$ cat src/rtl/dcsr_pkg.sv
// shared types, codes and constants of the depth-cued slice renderer
`default_nettype none

package dcsr_pkg;

  localparam int SIDE_DEFAULT   = 128;
  localparam int PHASES_DEFAULT = 64;
  localparam int MAX_SCALE      = 8;
  localparam int DEPTH_LIMIT    = 10;

  localparam int CFG_INDEX_W = 3;
  localparam int CFG_DATA_W  = 8;

  // input item commands
  localparam logic [1:0] CMD_VOXEL   = 2'd0;
  localparam logic [1:0] CMD_PALETTE = 2'd1;
  localparam logic [1:0] CMD_RENDER  = 2'd2;

  // view plane codes
  localparam logic [1:0] PLANE_XY = 2'd0;
  localparam logic [1:0] PLANE_XZ = 2'd1;
  localparam logic [1:0] PLANE_YZ = 2'd2;

  // configuration register indexes
  localparam logic [CFG_INDEX_W-1:0] CFG_VIEW_PLANE = 3'd0;
  localparam logic [CFG_INDEX_W-1:0] CFG_MAGNIFY    = 3'd1;
  localparam logic [CFG_INDEX_W-1:0] CFG_PORE_PHASE = 3'd2;
  localparam logic [CFG_INDEX_W-1:0] CFG_EXTENT_X   = 3'd3;
  localparam logic [CFG_INDEX_W-1:0] CFG_EXTENT_Y   = 3'd4;
  localparam logic [CFG_INDEX_W-1:0] CFG_EXTENT_Z   = 3'd5;

  typedef struct packed {
    logic [1:0] command;
    logic [6:0] vox_x;
    logic [6:0] vox_y;
    logic [6:0] vox_z;
    logic [5:0] phase;
    logic [7:0] red;
    logic [7:0] green;
    logic [7:0] blue;
    logic [6:0] slice;
    logic [9:0] out_col;
    logic [9:0] out_row;
  } in_item_t;

  typedef struct packed {
    logic [7:0] red_out;
    logic [7:0] green_out;
    logic [7:0] blue_out;
    logic [3:0] depth_steps;
    logic [5:0] phase_found;
    logic       range_error;
  } out_item_t;

  typedef enum logic [2:0] {
    ST_IDLE,
    ST_DIV,
    ST_RANGE,
    ST_WALK,
    ST_PAL,
    ST_FINISH
  } state_t;

  typedef struct packed {
    logic accept;
    logic load_req;
    logic div_step;
    logic check;
    logic walk_init;
    logic walk_advance;
    logic vol_read;
    logic pal_read;
    logic shade_load;
    logic out_load;
  } ctrl_cmd_t;

  typedef struct packed {
    logic div_last;
    logic range_err;
    logic stop;
    logic out_free;
  } ctrl_status_t;

endpackage

`default_nettype wire

$ cat src/rtl/dcsr_ctrl.sv
// controller state machine of the slice renderer
`default_nettype none

module dcsr_ctrl (
  input  wire logic                    clk,
  input  wire logic                    rst,
  input  wire logic                    req_valid,
  input  wire logic [1:0]              req_command,
  output logic                         req_ready,
  output dcsr_pkg::ctrl_cmd_t          cmd,
  input  wire dcsr_pkg::ctrl_status_t  st
);

  import dcsr_pkg::*;

  state_t state;
  state_t state_next;

  always_ff @(posedge clk) begin
    if (rst) begin
      state <= ST_IDLE;
    end else begin
      state <= state_next;
    end
  end

  always_comb begin
    state_next = state;
    cmd        = '0;
    req_ready  = 1'b0;
    unique case (state)
      ST_IDLE: begin
        req_ready = 1'b1;
        if (req_valid) begin
          cmd.accept = 1'b1;
          if (req_command == CMD_RENDER) begin
            cmd.load_req = 1'b1;
            state_next   = ST_DIV;
          end
        end
      end
      ST_DIV: begin
        cmd.div_step = 1'b1;
        if (st.div_last) begin
          state_next = ST_RANGE;
        end
      end
      ST_RANGE: begin
        cmd.check = 1'b1;
        if (st.range_err) begin
          state_next = ST_FINISH;
        end else begin
          cmd.walk_init = 1'b1;
          cmd.vol_read  = 1'b1;
          state_next    = ST_WALK;
        end
      end
      ST_WALK: begin
        if (st.stop) begin
          cmd.pal_read = 1'b1;
          state_next   = ST_PAL;
        end else begin
          cmd.walk_advance = 1'b1;
          cmd.vol_read     = 1'b1;
        end
      end
      ST_PAL: begin
        cmd.shade_load = 1'b1;
        state_next     = ST_FINISH;
      end
      ST_FINISH: begin
        // hold until the output register can take the item
        if (st.out_free) begin
          cmd.out_load = 1'b1;
          state_next   = ST_IDLE;
        end
      end
      default: begin
        state_next = ST_IDLE;
      end
    endcase
  end

endmodule

`default_nettype wire

$ cat config.mk
export PLATFORM = sky130hd
export DESIGN_NAME = dcsr_ctrl
export DESIGN_NICKNAME = d
export VERILOG_FILES = /design/src/rtl/dcsr_pkg.sv /design/src/rtl/dcsr_ctrl.sv
export SDC_FILE = /design/constraint.sdc
export NUM_CORES = 1
export LEC_CHECK = 0
export ABC_AREA = 0
export BUFFER_PORTS_ARGS = -buffer_cell sky130_fd_sc_hd__buf_2
export CAP_MARGIN = 20
export CORE_AREA = 3 3 40 42
export DETAILED_ROUTE_END_ITERATION = 10
export DIE_AREA = 0 0 43 45
export HOLD_SLACK_MARGIN = 0.15
export PLACE_DENSITY = 0.52
export SKIP_CTS_REPAIR_TIMING = 1
export SLEW_MARGIN = 10
export SYNTH_ARGS = -nofsm -noshare
export SYNTH_HDL_FRONTEND = slang
export SYNTH_SLANG_ARGS = --single-unit
$ cat constraint.sdc
create_clock -name clk -period 1.6 [get_ports clk]
set_input_delay 0.16 -clock clk [delete_from_list [all_inputs] [get_ports clk]]
set_output_delay 0.16 -clock clk [all_outputs]
set_load 0.005 [all_outputs]
==> qor.csv, run 1 <==
metric,value,unit
vdd_ir_drop_max,0.0005345,V
hold_slack,0.3956,ns
synthTopCellsByCount,"nor2_1, a21oi_1, dfxtp_1, nand2b_1",
powerDensity,1280,nW/um^2
status,completed,
path_cells,"nand2b_1, nor3_1, buf_2",
slowest_stage,dfxtp_1,
setup_viol,0,
largest_reg_flops,3,
dp_cells,72,
final_cells,77,
ios,20,
grt_pass1_wl,1449,um
cp-start-kind,flop,
synth_edf_count,0,
worstPathRequired,1.44,ns
ys.flop_type,dfxtp_1,
netlist.top_cell.by_area,dfxtp_1,
drv_cap,0,
syn_area,331.6,um^2
grt_pass1_vias,336,
async_reset_ff_share,0,%
drt_iter0_markers,3,
antenna_cells,0,
overflow,0,
top_regs,state (3),
drt-total-wl,791,um
vias,357,
fin_crit_sh,89.41,%
finalSetupTns,0,ns
timing.slew.headroom,70.27,%
root_buffer,clkbuf_4,
die_y,45,um
arrival,1.27,ns
regMostFlops,state,
path_max_fanout,12,
antenna_found_initial,0,
synth.most_common_cell,nor2_1,
dpl.hpwl,598.9,um
core-area,1285,um^2
ant_nets,0,
area_growth,38.87,%
hp-class,primary input to flop,
n_fill_cell,151,
synth.distinct_cells,24,
avgSynthCellArea,8.087,um^2
dieArea,1935,um^2
cts_max_level,1,
clockBufferDepth,2,
initial_utilization,25.80,%
crit_type,flop to primary output,
fmax,699.1,MHz
finalClockSkew,0.003525,ns
grt_max_degree,16,
clkTransAtPathRegs,0.03,ns
clock_latency,0.23,ns
synth_seq_cells,3,
power_leakage,0.2012,nW
max_stage_delay,0.58,ns
cp-end-kind,primary output,
routed_via_density,4.636,
cts.sinks,3,
synth-warning-count,0,
seq_area_frac_synth,18.11,%
finalNetCount,72,
gp_congestion,0.6981,
yosys.area.top_type_share,18.11,%
firstDrtPassIters,2,
io_buffers,19,
rsz0062_at_grt,no,
slew_violations,0,
num_rows,13,
finalCriticalPeriod,1.431,ns
grtUsageTotal,9.734,%
drive_gt1_share,48.39,%
worst_slack,0.1695,ns
finalHoldViolCount,0,
avgRoutedWirePerCell,10.27,um
syn_inst,41,
die_w,43,um
power,589.4,uW
cts_tree,done,
regToRegSetupSlack,0.19,ns
numCtsBuffers,3,
post-route-drc-count,0,
tightestPinTransition,0.4453,ns
synth_nets,50,
place_ws,0.1747,ns
synthTopCellsByArea,"dfxtp_1, nor2_1, nor3b_2, nor4b_4, nand2b_1",
worst max-delay path, delay by kind of cell, from the launching register on:
kind                   cells  cell delay, ns
buffers and inverters      1            0.13
AND/OR/NAND/NOR            2            0.33
flip-flops                 1            0.58
power by group:
part           internal [mW]  total [mW]  leakage (nW)  switching [mW]
Combinational          0.150       0.280         0.161           0.130
Clock                 0.0933       0.130        0.0150          0.0368
Sequential             0.101       0.179        0.0254          0.0784
through the flow:
| stage | utilization (%) | area, um^2 |
|---|---|---|
| floorplan | - | 331.6 |
| global placement | 32.81 | 421.7 |
| detailed placement | 32.81 | 421.7 |
| CTS | 34.86 | 447.9 |
| global route | 35.83 | 460.4 |
| finish | 35.83 | 460.4 |
worst paths after layout:
| check | from | to | cells past startpoint |
|---|---|---|---|
| setup / recovery | state[2] | cmd[5] | 3 |
| hold / removal | st[3] | state[2] | 4 |
| setup reg to reg | state[2] | state[2] | 4 |
| hold reg to reg | state[0] | state[2] | 2 |
cell usage in the layout (no fill, tap or decap), types with 2 or more instances in the layout:
cell type	count
buf_2	19
dfxtp_2	2
clkbuf_4	3
a21oi_1	3
nand2b_1	3
and2_1	2
nor3b_1	2
nor3b_2	2
nor2_1	8
nand2_1	2
cell families (layout without fill, tap and decap cells):
logic type | after synthesis | in the layout | synth area share [%]
flip-flops | 3 | 3 | 18.11
AO/OA/AOI/OAI | 9 | 9 | 21.51
AND/OR/NAND/NOR | 26 | 26 | 53.21
buffers and inverters | 3 | 24 | 7.169
routing by layer:
| layer | wire [um] | track usage, % | up-vias |
|---|---|---|---|
| met1 | 363 | 13.94 | 153 |
| met4 | 15 | 7.229 | 0 |
| met2 | 346 | 13.17 | 13 |
| met5 | 0 | 0 | - |
| li1 | - | - | 189 |
| met3 | 66 | 1.195 | 2 |
cell type report:
cell class | instances | area [um^2] | share of cell area [%]
tap | 15 | 18.77 | 4.076
multi-input combinational | 35 | 247.7 | 53.80
sequential | 3 | 62.56 | 13.59
clock buffer | 4 | 26.28 | 5.707
timing repair buffer | 20 | 105.1 | 22.83
No activity file was read; power rests on OpenSTA's default activity.
==> run 2, diff against run 1 <==
--- a/config.mk
+++ b/config.mk
@@ -14,3 +14,4 @@
 export HOLD_SLACK_MARGIN = 0.15
-export PLACE_DENSITY = 0.52
+export PLACE_DENSITY = 0.53
+export RECOVER_POWER = 100
 export SKIP_CTS_REPAIR_TIMING = 1
==> constraint.sdc (replaced) <==
create_clock -name clk -period 1.6 [get_ports clk]
set_input_delay 0.08 -clock clk [delete_from_list [all_inputs] [get_ports clk]]
set_output_delay 0.08 -clock clk [all_outputs]
set_load 0.005 [all_outputs]
==> qor.csv, run 2 (synthesis results as in run 1) <==
metric,value,unit
hp-class,primary input to flop,
largest_reg_flops,3,
switching_share,42.66,%
power_frac_clock,22.7,%
multi_input_area,237.7,um^2
finalCriticalPeriod,1.449,ns
drt-total-wl,867,um
clock_latency,0.23,ns
num_rows,13,
tightestPinTransition,0.4525,ns
area_growth,35.09,%
path_max_fanout,12,
n_fill_cell,151,
grt_max_degree,13,
final_cell_mix,"buf_2, nor2_1, clkbuf_1",
setup_viol,0,
vias,367,
grt_pass1_vias,345,
antenna_found_initial,0,
postLayoutCoreUtil,34.86,%
hold_slack,0.3064,ns
timing.slew.headroom,69.60,%
antenna_cells,0,
cts_tree,done,
grt_pass1_wl,1442,um
cts_max_level,1,
finalNetCount,73,
post-route-drc-count,0,
final-seq-area,60.06,um^2
arrival,1.37,ns
die_y,45,um
initial_utilization,25.80,%
numCtsBuffers,3,
cts.sinks,3,
firstDrtPassIters,3,
path_cells,"nor3_1, and2_0, buf_2",
worstPathBufferInverterCount,1,
p_sw,249.2,uW
slew_violations,0,
routed_via_density,4.705,
powerDensity,1304,nW/um^2
pwr-share-seq,27.7,%
comb_power_share,49.6,%
drive_gt1_share,36.51,%
grtUsageTotal,9.401,%
final_common_cell,buf_2,
rsz0062_at_grt,no,
drt_iter0_markers,5,
clockBufferDepth,2,
finalSetupTns,0,ns
status,completed,
root_buffer,clkbuf_4,
drv_cap,0,
fmax,690.1,MHz
crit_type,flop to primary output,
ant_nets,0,
clkTransAtPathRegs,0.03,ns
regMostFlops,state,
vdd_ir_drop_max,0.0004563,V
crit_family,simple AND/OR/NAND/NOR gates,
finalHoldViolCount,0,
worstPathRequired,1.52,ns
cp-end-kind,primary output,
die_w,43,um
slowest_stage,dfxtp_1,
io_buffers,19,
power_leakage,0.1798,nW
fin_crit_sh,90.56,%
p_int,335.0,uW
dpl.hpwl,676.8,um
avgRoutedWirePerCell,11.12,um
max_stage_delay,0.43,ns
core-area,1285,um^2
top_regs,state (3),
ios,20,
dieArea,1935,um^2
overflow,0,
cp-start-kind,flop,
gp_congestion,0.7122,
finalClockSkew,0.001942,ns
==> run 2: changes by cell type in the layout (fill, tap and decap cells not counted), sizes merged <==
cell and delta:
clkbuf +7, buf -6
==> run 2: path summary, 6_finish.rpt <==
| check | cells past startpoint | slack, ns | startpoint | end |
|---|---|---|---|---|
| setup / recovery | 3 | 0.15 | state[2] | cmd[9] |
| hold / removal | 4 | 0.31 | st[3] | state[2] |
| setup reg to reg | 4 | 0.20 | state[2] | state[2] |
| hold reg to reg | 2 | 0.72 | state[2] | state[2] |
==> run 2: worst register-to-register path: stages, from the launching register on <==
cell and delay, ns:
dfxtp_1 0.59, nor3_1 0.18, a21oi_4 0.21, a21oi_1 0.09, a311oi_1 0.24
==> run 2: power groups by stage <==
stage          sequential (mW)  clock [mW]  combinational [mW]
6_report                 0.162       0.133               0.290
4_1_cts                  0.168       0.141               0.309
3_5_place_dp             0.170           0               0.307
3_3_place_gp             0.166           0               0.308
5_1_grt                  0.169       0.146               0.331
2_1_floorplan            0.117           0               0.266
==> run 2: through the flow <==
| step | cell area, um^2 | cells | power, mW | worst slack, ns |
|---|---|---|---|---|
| after detailed placement | 429.2 | 73 | 0.4761 | 0.1913 |
| after floorplan | 331.6 | 41 | 0.3835 | 0.4530 |
| after global routing | 447.9 | 78 | 0.6460 | 0.009070 |
| final | 447.9 | 78 | 0.5842 | 0.1510 |
| after CTS | 455.4 | 77 | 0.6182 | 0.1323 |
| after global placement | 429.2 | 73 | 0.4744 | 0.2021 |
==> run 2: final cells by class <==
| class | count | share of cell area (%) |
|---|---|---|
| repair buffers | 21 | 23.46 |
| well taps | 15 | 4.190 |
| multi-input cells | 35 | 53.07 |
| clock buffers | 4 | 5.866 |
| flip-flops and latches | 3 | 13.41 |
==> run 2: per-layer routing <==
metal / part of all wire [%] / up-vias / GRT usage (%)
met5: 0 / - / 0
met4: 0 / 0 / 1.807
met3: 8.0 / 0 / 2.789
met2: 42 / 15 / 14.37
met1: 50 / 161 / 13.22
li1: - / 191 / -
